### src/rtl/mned_pkg.sv
// Shared types and constants for the MIDI note echo delay block.
// No dependencies; used by every module under rtl.
package mned_pkg;

    localparam int QUEUE_DEPTH = 64;
    localparam int QUEUE_AW    = $clog2(QUEUE_DEPTH);
    localparam int CNT_W       = $clog2(QUEUE_DEPTH + 1);
    localparam int MAX_RESULTS = 64;
    localparam int TICK_W      = $clog2(MAX_RESULTS + 1);
    localparam int CMDQ_DEPTH  = 4;
    localparam int CMDQ_AW     = $clog2(CMDQ_DEPTH);
    localparam int CMDQ_CW     = $clog2(CMDQ_DEPTH + 1);

    localparam logic [13:0] MAX_BLOCK   = 14'd8192;
    localparam logic [7:0]  CMD_MASK    = 8'hf0;
    localparam logic [7:0]  CMD_NOTEOFF = 8'h80;
    localparam logic [7:0]  CMD_NOTEON  = 8'h90;
    localparam logic [6:0]  VEL_MAX     = 7'd127;
    localparam logic [9:0]  NOTE_LIMIT  = 10'd128;
    localparam logic [7:0]  OCTAVE      = 8'd12;

    localparam logic [1:0] OP_EVENT = 2'd0;
    localparam logic [1:0] OP_TICK  = 2'd1;
    localparam logic [1:0] OP_STOP  = 2'd2;

    localparam logic [1:0] CFG_LAG       = 2'd0;
    localparam logic [1:0] CFG_TRANSPOSE = 2'd1;
    localparam logic [1:0] CFG_GAIN      = 2'd2;

    localparam logic [11:0] GAIN_UNITY = 12'd256;

    typedef enum logic [1:0] {
        CMD_EVENT = 2'd0,
        CMD_ROLL  = 2'd1,
        CMD_TICK  = 2'd2,
        CMD_STOP  = 2'd3
    } t_cmd_op;

    typedef struct packed {
        t_cmd_op     op;
        logic [31:0] time_val;
        logic [7:0]  status;
        logic [6:0]  note;
        logic [6:0]  velocity;
        logic [13:0] length;
    } t_cmd;

    typedef struct packed {
        logic [31:0] time_val;
        logic [7:0]  status;
        logic [6:0]  note;
        logic [6:0]  velocity;
    } t_entry;

    typedef struct packed {
        logic push;
        logic pop;
    } t_cmdq_ctl;

    typedef struct packed {
        logic empty;
        logic full;
    } t_cmdq_stat;

endpackage

### src/rtl/midi_note_echo_delay_top.sv
// Top level of the MIDI note echo delay block.
// Depends on mned_pkg, mned_front, mned_cmdq and mned_back.
//
// Items are taken with start while busy is low and pass through a capture
// stage into a four-entry command queue; results appear on o_valid for one
// cycle each and cannot be held off. A MIDI event or stop is pushed into the
// command queue in the cycle after acceptance and carried out when the back
// part is idle and pops it; a drop report for a full echo queue is registered
// from the idle state. A block tick holds the back part while it drains the
// echo queue, passing through a wait and a check state for each emitted
// event, paced by the registered read port of the echo queue memory; its
// last result is strobed in the cycle after the head outside the window, the
// result limit or an empty echo queue is seen. Busy rises for one cycle after
// each item and stays high while the command queue is full.
module midi_note_echo_delay_top (
    input  logic        i_clk,
    input  logic        i_rst_n,
    input  logic        i_start,
    output logic        o_busy,
    input  logic [1:0]  i_opcode,
    input  logic [7:0]  i_status_byte,
    input  logic [6:0]  i_note_in,
    input  logic [6:0]  i_velocity_in,
    input  logic [31:0] i_event_time,
    input  logic [31:0] i_block_start,
    input  logic [13:0] i_block_length,
    input  logic        i_cfg_we,
    input  logic [1:0]  i_cfg_index,
    input  logic [23:0] i_cfg_data,
    output logic        o_valid,
    output logic        o_result_kind,
    output logic [12:0] o_frame_offset,
    output logic [7:0]  o_status_out,
    output logic [6:0]  o_note_out,
    output logic [6:0]  o_velocity_out,
    output logic        o_last_of_run
);

    mned_pkg::t_cmd       front_cmd;
    mned_pkg::t_cmd       back_cmd;
    mned_pkg::t_cmdq_ctl  q_ctl;
    mned_pkg::t_cmdq_stat q_stat;
    logic                 push;
    logic                 pop;

    assign q_ctl.push = push;
    assign q_ctl.pop  = pop;

    mned_front u_front (
        .i_clk          (i_clk),
        .i_rst_n        (i_rst_n),
        .i_start        (i_start),
        .o_busy         (o_busy),
        .i_opcode       (i_opcode),
        .i_status_byte  (i_status_byte),
        .i_note_in      (i_note_in),
        .i_velocity_in  (i_velocity_in),
        .i_event_time   (i_event_time),
        .i_block_start  (i_block_start),
        .i_block_length (i_block_length),
        .i_cfg_we       (i_cfg_we),
        .i_cfg_index    (i_cfg_index),
        .i_cfg_data     (i_cfg_data),
        .i_q_full       (q_stat.full),
        .o_push         (push),
        .o_cmd          (front_cmd)
    );

    mned_cmdq u_cmdq (
        .i_clk   (i_clk),
        .i_rst_n (i_rst_n),
        .i_ctl   (q_ctl),
        .i_cmd   (front_cmd),
        .o_cmd   (back_cmd),
        .o_stat  (q_stat)
    );

    mned_back u_back (
        .i_clk          (i_clk),
        .i_rst_n        (i_rst_n),
        .i_cmd          (back_cmd),
        .i_q_empty      (q_stat.empty),
        .o_pop          (pop),
        .o_valid        (o_valid),
        .o_result_kind  (o_result_kind),
        .o_frame_offset (o_frame_offset),
        .o_status_out   (o_status_out),
        .o_note_out     (o_note_out),
        .o_velocity_out (o_velocity_out),
        .o_last_of_run  (o_last_of_run)
    );

endmodule

### src/rtl/mned_cmdq.sv
// Short command queue between the front and back parts of the echo block.
// Depends on mned_pkg for the command type and depth.
module mned_cmdq (
    input  logic                i_clk,
    input  logic                i_rst_n,
    input  mned_pkg::t_cmdq_ctl i_ctl,
    input  mned_pkg::t_cmd      i_cmd,
    output mned_pkg::t_cmd      o_cmd,
    output mned_pkg::t_cmdq_stat o_stat
);

    mned_pkg::t_cmd                    r_mem [mned_pkg::CMDQ_DEPTH];
    logic [mned_pkg::CMDQ_AW-1:0]      r_wr_ptr;
    logic [mned_pkg::CMDQ_AW-1:0]      r_rd_ptr;
    logic [mned_pkg::CMDQ_CW-1:0]      r_count;
    logic                              do_push;
    logic                              do_pop;

    assign o_stat.empty = (r_count == '0);
    assign o_stat.full  = (r_count == mned_pkg::CMDQ_CW'(mned_pkg::CMDQ_DEPTH));
    assign do_push      = i_ctl.push && !o_stat.full;
    assign do_pop       = i_ctl.pop && !o_stat.empty;
    assign o_cmd        = r_mem[r_rd_ptr];

    always_ff @(posedge i_clk) begin
        if (do_push) begin
            r_mem[r_wr_ptr] <= i_cmd;
        end
    end

    always_ff @(posedge i_clk) begin
        if (!i_rst_n) begin
            r_wr_ptr <= '0;
            r_rd_ptr <= '0;
            r_count  <= '0;
        end else begin
            if (do_push) begin
                r_wr_ptr <= (r_wr_ptr == mned_pkg::CMDQ_AW'(mned_pkg::CMDQ_DEPTH - 1)) ?
                            '0 : r_wr_ptr + 1'b1;
            end
            if (do_pop) begin
                r_rd_ptr <= (r_rd_ptr == mned_pkg::CMDQ_AW'(mned_pkg::CMDQ_DEPTH - 1)) ?
                            '0 : r_rd_ptr + 1'b1;
            end
            r_count <= r_count + mned_pkg::CMDQ_CW'(do_push) - mned_pkg::CMDQ_CW'(do_pop);
        end
    end

endmodule

### src/rtl/mned_front.sv
// Front part: configuration registers, item capture and classification.
// Depends on mned_pkg; feeds classified commands to mned_cmdq.
module mned_front (
    input  logic                  i_clk,
    input  logic                  i_rst_n,
    input  logic                  i_start,
    output logic                  o_busy,
    input  logic [1:0]            i_opcode,
    input  logic [7:0]            i_status_byte,
    input  logic [6:0]            i_note_in,
    input  logic [6:0]            i_velocity_in,
    input  logic [31:0]           i_event_time,
    input  logic [31:0]           i_block_start,
    input  logic [13:0]           i_block_length,
    input  logic                  i_cfg_we,
    input  logic [1:0]            i_cfg_index,
    input  logic [23:0]           i_cfg_data,
    input  logic                  i_q_full,
    output logic                  o_push,
    output mned_pkg::t_cmd        o_cmd
);

    logic [23:0]        r_lag;
    logic signed [7:0]  r_transpose;
    logic [11:0]        r_gain;

    logic               r_stage_valid;
    logic [1:0]         r_opcode;
    logic [7:0]         r_status;
    logic [6:0]         r_note;
    logic [6:0]         r_vel;
    logic [31:0]        r_event_time;
    logic [31:0]        r_block_start;
    logic [13:0]        r_block_length;

    logic signed [9:0]  note_sum;
    logic [7:0]         wrap_mag;
    logic [15:0]        wrap_prod;
    logic [4:0]         wrap_k;
    logic [7:0]         wrap_step;
    logic [9:0]         note_fixed;
    logic [18:0]        vel_prod;
    logic [10:0]        vel_scaled;
    logic [7:0]         cmd_nib;
    logic               accept;

    assign accept = i_start && !o_busy;
    assign o_busy = r_stage_valid || i_q_full;

    always_ff @(posedge i_clk) begin
        if (!i_rst_n) begin
            r_lag       <= '0;
            r_transpose <= '0;
            r_gain      <= mned_pkg::GAIN_UNITY;
        end else if (i_cfg_we) begin
            case (i_cfg_index)
                mned_pkg::CFG_LAG:       r_lag       <= i_cfg_data;
                mned_pkg::CFG_TRANSPOSE: r_transpose <= i_cfg_data[7:0];
                mned_pkg::CFG_GAIN:      r_gain      <= i_cfg_data[11:0];
                default: ;
            endcase
        end
    end

    always_ff @(posedge i_clk) begin
        if (!i_rst_n) begin
            r_stage_valid <= 1'b0;
        end else if (accept) begin
            r_stage_valid <= 1'b1;
        end else if (r_stage_valid && !i_q_full) begin
            r_stage_valid <= 1'b0;
        end
    end

    always_ff @(posedge i_clk) begin
        if (accept) begin
            r_opcode       <= i_opcode;
            r_status       <= i_status_byte;
            r_note         <= i_note_in;
            r_vel          <= i_velocity_in;
            r_event_time   <= i_event_time;
            r_block_start  <= i_block_start;
            r_block_length <= i_block_length;
        end
    end

    always_comb begin
        note_sum = signed'({3'b000, r_note}) + 10'(r_transpose);
        if (note_sum < 0) begin
            wrap_mag = 8'(-note_sum);
        end else begin
            wrap_mag = 8'(note_sum - 10'sd127);
        end
        wrap_prod = 16'(wrap_mag + 8'd11) * 16'd171;
        wrap_k    = wrap_prod[15:11];
        wrap_step = 8'(wrap_k * mned_pkg::OCTAVE);
        if (note_sum < 0) begin
            note_fixed = 10'(note_sum) + {2'b00, wrap_step};
        end else if (10'(note_sum) >= mned_pkg::NOTE_LIMIT) begin
            note_fixed = 10'(note_sum) - {2'b00, wrap_step};
        end else begin
            note_fixed = 10'(note_sum);
        end
        vel_prod   = 19'(r_vel) * 19'(r_gain);
        vel_scaled = vel_prod[18:8];
        cmd_nib    = r_status & mned_pkg::CMD_MASK;

        o_cmd.time_val = r_event_time + {8'b0, r_lag};
        o_cmd.status   = r_status;
        o_cmd.note     = note_fixed[6:0];
        o_cmd.velocity = (vel_scaled > 11'(mned_pkg::VEL_MAX)) ? mned_pkg::VEL_MAX :
                         vel_scaled[6:0];
        o_cmd.length   = (r_block_length > mned_pkg::MAX_BLOCK) ? mned_pkg::MAX_BLOCK :
                         r_block_length;
        o_cmd.op       = mned_pkg::CMD_ROLL;
        o_push         = r_stage_valid && !i_q_full;
        case (r_opcode)
            mned_pkg::OP_EVENT: begin
                if (cmd_nib == mned_pkg::CMD_NOTEOFF || cmd_nib == mned_pkg::CMD_NOTEON) begin
                    o_cmd.op = mned_pkg::CMD_EVENT;
                end
            end
            mned_pkg::OP_TICK: begin
                o_cmd.op       = mned_pkg::CMD_TICK;
                o_cmd.time_val = r_block_start;
            end
            mned_pkg::OP_STOP: o_cmd.op = mned_pkg::CMD_STOP;
            default: o_push = 1'b0;
        endcase
    end

endmodule

### src/rtl/mned_back.sv
// Back part: echo queue memory, transport state and block drain sequencer.
// Depends on mned_pkg; pops commands from mned_cmdq and drives the results.
module mned_back (
    input  logic                  i_clk,
    input  logic                  i_rst_n,
    input  mned_pkg::t_cmd        i_cmd,
    input  logic                  i_q_empty,
    output logic                  o_pop,
    output logic                  o_valid,
    output logic                  o_result_kind,
    output logic [12:0]           o_frame_offset,
    output logic [7:0]            o_status_out,
    output logic [6:0]            o_note_out,
    output logic [6:0]            o_velocity_out,
    output logic                  o_last_of_run
);

    typedef enum logic [2:0] {
        S_IDLE  = 3'b001,
        S_WAIT  = 3'b010,
        S_CHECK = 3'b100
    } t_state;

    mned_pkg::t_entry                r_mem [mned_pkg::QUEUE_DEPTH];
    mned_pkg::t_entry                r_rdata;

    t_state                          r_state, n_state;
    logic [mned_pkg::QUEUE_AW-1:0]   r_head, n_head;
    logic [mned_pkg::CNT_W-1:0]      r_count, n_count;
    logic                            r_stopped, n_stopped;
    logic [mned_pkg::TICK_W-1:0]     r_ntick, n_ntick;
    logic [31:0]                     r_start, n_start;
    logic [13:0]                     r_len, n_len;
    logic                            r_pend, n_pend;
    mned_pkg::t_entry                r_pend_e, n_pend_e;
    logic [12:0]                     r_pend_off, n_pend_off;

    logic                            r_out_valid, n_out_valid;
    logic                            r_out_kind, n_out_kind;
    logic [12:0]                     r_out_off, n_out_off;
    mned_pkg::t_entry                r_out_e, n_out_e;
    logic                            r_out_last, n_out_last;

    logic                            mem_we;
    logic [mned_pkg::QUEUE_AW-1:0]   wr_addr;
    logic [mned_pkg::CNT_W:0]        wr_sum;
    mned_pkg::t_entry                wr_entry;
    logic [31:0]                     off;
    logic                            hit;

    assign o_valid        = r_out_valid;
    assign o_result_kind  = r_out_kind;
    assign o_frame_offset = r_out_off;
    assign o_status_out   = r_out_e.status;
    assign o_note_out     = r_out_e.note;
    assign o_velocity_out = r_out_e.velocity;
    assign o_last_of_run  = r_out_last;

    assign wr_entry.time_val = i_cmd.time_val;
    assign wr_entry.status   = i_cmd.status;
    assign wr_entry.note     = i_cmd.note;
    assign wr_entry.velocity = i_cmd.velocity;

    always_comb begin
        wr_sum = (mned_pkg::CNT_W + 1)'(r_head) + (mned_pkg::CNT_W + 1)'(r_count);
        if (wr_sum >= (mned_pkg::CNT_W + 1)'(mned_pkg::QUEUE_DEPTH)) begin
            wr_sum = wr_sum - (mned_pkg::CNT_W + 1)'(mned_pkg::QUEUE_DEPTH);
        end
        wr_addr = wr_sum[mned_pkg::QUEUE_AW-1:0];
    end

    assign off = r_rdata.time_val - r_start;
    assign hit = (r_count != '0) &&
                 (r_ntick < mned_pkg::TICK_W'(mned_pkg::MAX_RESULTS)) &&
                 (off < {18'b0, r_len});

    always_comb begin
        n_state     = r_state;
        n_head      = r_head;
        n_count     = r_count;
        n_stopped   = r_stopped;
        n_ntick     = r_ntick;
        n_start     = r_start;
        n_len       = r_len;
        n_pend      = r_pend;
        n_pend_e    = r_pend_e;
        n_pend_off  = r_pend_off;
        n_out_valid = 1'b0;
        n_out_kind  = r_out_kind;
        n_out_off   = r_out_off;
        n_out_e     = r_out_e;
        n_out_last  = r_out_last;
        mem_we      = 1'b0;
        o_pop       = 1'b0;
        case (r_state)
            S_IDLE: begin
                if (!i_q_empty) begin
                    o_pop = 1'b1;
                    case (i_cmd.op)
                        mned_pkg::CMD_EVENT: begin
                            n_stopped = 1'b0;
                            if (r_count >= mned_pkg::CNT_W'(mned_pkg::QUEUE_DEPTH)) begin
                                n_out_valid = 1'b1;
                                n_out_kind  = 1'b1;
                                n_out_off   = '0;
                                n_out_e     = wr_entry;
                                n_out_last  = 1'b1;
                            end else begin
                                mem_we  = 1'b1;
                                n_count = r_count + 1'b1;
                            end
                        end
                        mned_pkg::CMD_ROLL: n_stopped = 1'b0;
                        mned_pkg::CMD_TICK: begin
                            n_stopped = 1'b0;
                            n_start   = i_cmd.time_val;
                            n_len     = i_cmd.length;
                            n_ntick   = '0;
                            n_pend    = 1'b0;
                            n_state   = S_WAIT;
                        end
                        mned_pkg::CMD_STOP: begin
                            if (!r_stopped) begin
                                n_head  = '0;
                                n_count = '0;
                            end
                            n_stopped = 1'b1;
                        end
                        default: ;
                    endcase
                end
            end
            S_WAIT: n_state = S_CHECK;
            S_CHECK: begin
                if (r_pend) begin
                    n_out_valid = 1'b1;
                    n_out_kind  = 1'b0;
                    n_out_off   = r_pend_off;
                    n_out_e     = r_pend_e;
                    n_out_last  = !hit;
                end
                if (hit) begin
                    n_pend     = 1'b1;
                    n_pend_e   = r_rdata;
                    n_pend_off = off[12:0];
                    n_head     = (r_head == mned_pkg::QUEUE_AW'(mned_pkg::QUEUE_DEPTH - 1)) ?
                                 '0 : r_head + 1'b1;
                    n_count    = r_count - 1'b1;
                    n_ntick    = r_ntick + 1'b1;
                    n_state    = S_WAIT;
                end else begin
                    n_pend  = 1'b0;
                    n_state = S_IDLE;
                end
            end
            default: n_state = S_IDLE;
        endcase
    end

    always_ff @(posedge i_clk) begin
        if (mem_we) begin
            r_mem[wr_addr] <= wr_entry;
        end
        r_rdata <= r_mem[r_head];
    end

    always_ff @(posedge i_clk) begin
        if (!i_rst_n) begin
            r_state     <= S_IDLE;
            r_head      <= '0;
            r_count     <= '0;
            r_stopped   <= 1'b1;
            r_ntick     <= '0;
            r_pend      <= 1'b0;
            r_out_valid <= 1'b0;
        end else begin
            r_state     <= n_state;
            r_head      <= n_head;
            r_count     <= n_count;
            r_stopped   <= n_stopped;
            r_ntick     <= n_ntick;
            r_pend      <= n_pend;
            r_out_valid <= n_out_valid;
        end
    end

    always_ff @(posedge i_clk) begin
        r_start    <= n_start;
        r_len      <= n_len;
        r_pend_e   <= n_pend_e;
        r_pend_off <= n_pend_off;
        r_out_kind <= n_out_kind;
        r_out_off  <= n_out_off;
        r_out_e    <= n_out_e;
        r_out_last <= n_out_last;
    end

    a_count_bound: assert property (@(posedge i_clk) disable iff (!i_rst_n)
        r_count <= mned_pkg::CNT_W'(mned_pkg::QUEUE_DEPTH))
        else $error("echo queue count above depth");

    a_drop_is_last: assert property (@(posedge i_clk) disable iff (!i_rst_n)
        (r_out_valid && r_out_kind) |-> (r_out_last && $past(r_state == S_IDLE)))
        else $error("drop report must be a single last result from idle");

    a_idle_no_pend: assert property (@(posedge i_clk) disable iff (!i_rst_n)
        (r_state == S_IDLE) |-> !r_pend)
        else $error("pending result left behind after drain");

    a_emit_from_check: assert property (@(posedge i_clk) disable iff (!i_rst_n)
        (r_out_valid && !r_out_kind) |-> $past(r_state == S_CHECK && r_pend))
        else $error("echo result without a pending entry");

    a_pop_only_idle: assert property (@(posedge i_clk) disable iff (!i_rst_n)
        o_pop |-> (r_state == S_IDLE && !i_q_empty))
        else $error("command popped outside idle");

endmodule
### config.mk
export PLATFORM = sky130hd
export DESIGN_NAME = midi_note_echo_delay_top
export DESIGN_NICKNAME = d
export VERILOG_FILES = /design/src/rtl/mned_pkg.sv /design/src/rtl/midi_note_echo_delay_top.sv /design/src/rtl/mned_cmdq.sv /design/src/rtl/mned_front.sv /design/src/rtl/mned_back.sv
export SDC_FILE = /design/constraint.sdc
export NUM_CORES = 2
export LEC_CHECK = 0
export BUFFER_PORTS_ARGS = -buffer_cell sky130_fd_sc_hd__buf_4
export CORE_MARGIN = 5
export CORE_UTILIZATION = 29
export DETAILED_ROUTE_END_ITERATION = 8
export GPL_TIMING_DRIVEN = 0
export PLACE_DENSITY_LB_ADDON = 0.08
export SLEW_MARGIN = 20
export SYNTH_ARGS = -nofsm -noshare
export SYNTH_HDL_FRONTEND = slang
export SYNTH_HIERARCHICAL = 1
export SYNTH_SLANG_ARGS = --single-unit
### constraint.sdc
create_clock -name i_clk -period 14.69 [get_ports i_clk]
set_input_delay 0 -clock i_clk [delete_from_list [all_inputs] [get_ports i_clk]]
set_output_delay 0 -clock i_clk [all_outputs]
set_load 0.02 [all_outputs]
==> metrics <==
period utilization=64.88%; Buffers & Inverters on Critical Path=4; fraction of registers with async set/reset=0%; total CTS buffers=460; area of the die=0.5735 sq mm; Total Wirelength=527.5 mm; initial DRC count=7448; CORE AREA=0.5568 sq mm; post-placement cell count=15360; syn_nets=7788; most frequent cell after synthesis=edfxtp_1; setup_tns=0 ns; vias post-DR=81560; initial antenna violation count=56; synth cell count leaders=edfxtp_1, mux4_2, nand2_1; worst min path class=in -> reg; gr usage total=18.14%; crit path time final=9.531 ns; Post-Synth Adder-Cell Area=2.278%; FF-to-FF Start=u_front/r_transpose[0]; RSZ-0062 raised after global routing=false; Top Family by Delay on Critical Path=adder cells; WL/cell=31.95 um; worst-case reg-to-reg path depth=36; Hold Path Cell Cnt=5; Synth Instances=7402; Cell Area, Synth=0.1619 sq mm; largest net degree at the start of global routing=66; P_leak=61.77 nW; Crit path top cell by count=ha_1; Area growth syn-to-layout=22.36%; peak supply drop=0.8132 mV; setup violators final=0; fill count=51540; Avg Cell Area, Syn=21.88 sq um; Final Worst Setup Slack=5.159 ns; I/O Buffers=170; first-pass GRT wire length=719.4 mm; synth unique cells=95; measured slew at the worst slew-check pin=1.232 ns; DR DRC count=0; vias in the first global route=85820; Power, Total=33.98 mW; sequential area share after synthesis=75.01%; grt ovf=0; fin util=35.59%; Clock Tree Buf Depth=4; Reg2Reg Setup Slack=5.16 ns; Fmax=0.1049 GHz; type of the worst setup path=reg -> reg; Critical Path Max Stage Delay=0.52 ns; Worst slew margin=17.86%; Hold Path Origin=i_rst_n; DIE HEIGHT=757.3 um; CTS root buf=clkbuf_16; CP arrival=10.24 ns; clk sinks=4090; pre-CTS WS=5.095 ns; nets@finish=9047; final cell count without fillers=16510; Synth Area in Compound Gates=1.766%; P per Cell Area=171.5 mW/mm^2; EDFF count, synth=3956; worst hold slack=0.1424 ns; #FFs+latches synth=4090; top cell type's share of synthesized area=73.35%; Slew Limit Fails=0; largest family of logic cells by synthesized area=multiplexers; vias per inst=4.939; Post-DRT Antenna Nets=0; Synth Flop Type=edfxtp_1; worst path required time=15.40 ns; H-tree depth=5; Clock transition at path regs=0.06 ns; CP startpoint kind=register; gp weighted congestion=0.7608; I/O Pins=171; layout cells sized above 1=29.39%; Worst setup EP type=register; Placed Area=0.1806 sq mm; Synth Area in XOR/XNOR=0.5037%; Initial Util=29.09%; drt first pass iters=7; post-CTS resize count=0; YS warnings=6; clock latency on the worst-skew pair=1.02 ns; Die W=757.3 um; fin area=0.1982 sq mm; ranking of synthesized cells by area=edfxtp_1, mux4_2, dfxtp_1, ha_1, fa_1; Synth area leader=edfxtp_1; status=finished, final reports clean; Worst Hold End=u_back/r_count[6]; final hold violations=0; Synth Area in Simple Gates=2.262%; top fanout value on the critical path=10; mux share of post-synthesis cell area=16.87%; Setup Skew=0.07683 ns; row count=274; Critical R2R Capture=u_cmdq/r_mem[2][27]; CP max-delay cell=fa_1; HPWL Detailed=377.4 mm; Max Cap Viol=0; CTS tree=built
## routing by layer
metal / routed length (um) / part of all wire, % / up-vias / global-route usage, %
met5: 0 / 0 / - / 0
met4: 13130 / 2.5 / 0 / 4.158
met3: 24750 / 4.7 / 640 / 2.435
met2: 263200 / 50 / 2209 / 31.15
met1: 226400 / 43 / 45180 / 24.47
li1: - / - / 33540 / -
## how the worst max path moves through the flow
stage                           startpoint                  end  slack, ns  cells after the start
global placement                  register       u_back/o_valid      -0.54                      5
global route        u_front/r_transpose[0]  u_cmdq/r_mem[3][27]       4.50                     36
detailed placement  u_front/r_transpose[0]  u_cmdq/r_mem[2][27]       5.09                     36
finish              u_front/r_transpose[0]  u_cmdq/r_mem[2][27]       5.16                     36
floorplan                u_front/r_note[0]  u_cmdq/r_mem[0][27]       6.52                     36
CTS                 u_front/r_transpose[0]  u_cmdq/r_mem[3][27]       5.05                     36
## what timing repair did
action | 4_1_cts | 5_1_grt
hold buffers | 292 | 0
setup buffers | 0 | 0
hold endpoints to repair | 283 | 0
## layout by cell type, fill, tap and decap left out, types with 96 or more instances in the layout
cell and instances:
mux4_2 1140, buf_12 241, dlygate4sd3_1 292, buf_4 174, clkbuf_2 106, dfxtp_1 134
clkinv_1 111, clkbuf_1 236, a21oi_1 96, nand2_1 336, clkbuf_16 465, inv_1 179
edfxtp_1 3956, ha_1 186, nor2_1 96
## where the power goes
part           internal (mW)  switching [mW]
Combinational           3.02            5.28
Sequential              14.4          0.0981
Clock                   6.47            4.74
## worst min-delay path, cell delays in order
cell and delay, ns:
dlygate4sd3_1 0.53, buf_4 0.24, inv_1 0.12, or3_1 0.12
mux2i_1 0.06
## cell families (layout without fill, tap and decap cells)
| kind of cell | Yosys count | in the layout |
|---|---|---|
| simple gates | 781 | 781 |
| other cells | 1 | 15 |
| flops | 4090 | 4090 |
| mux | 1237 | 1237 |
| compound gates | 422 | 422 |
| xor+xnor | 88 | 88 |
| buf+inv | 529 | 2174 |
| fa+ha+maj | 254 | 254 |
## layout make-up
cell class,count,area [sq um],area share (%)
Sequential cell,4090,121500,61.30
Buffer,347,1657,0.8360
Clock buffer,580,12260,6.186
Antenna cell,14,35.03,0.01768
Tap cell,7452,9324,4.705
Inverter,182,685.7,0.3460
Multi-Input combinational cell,2783,38990,19.68
Clock inverter,268,2337,1.180
Timing Repair Buffer,797,11390,5.747
## state kept, by name (all words and copies together) (netlist names), 12 cells and up, named ones only
register and cells:
u_back/r_mem 3456, u_cmdq/r_mem 280, u_back/r_rdata 54, u_back/r_start 32
u_front/r_block_start 32, u_front/r_event_time 32, u_front/r_lag 24, u_back/r_pend_e 22
u_back/r_len 14, u_front/r_block_length 14, u_back/o_frame_offset 13, u_back/r_pend_off 13
u_front/r_gain 12
No activity file was read; power rests on OpenSTA's default activity.
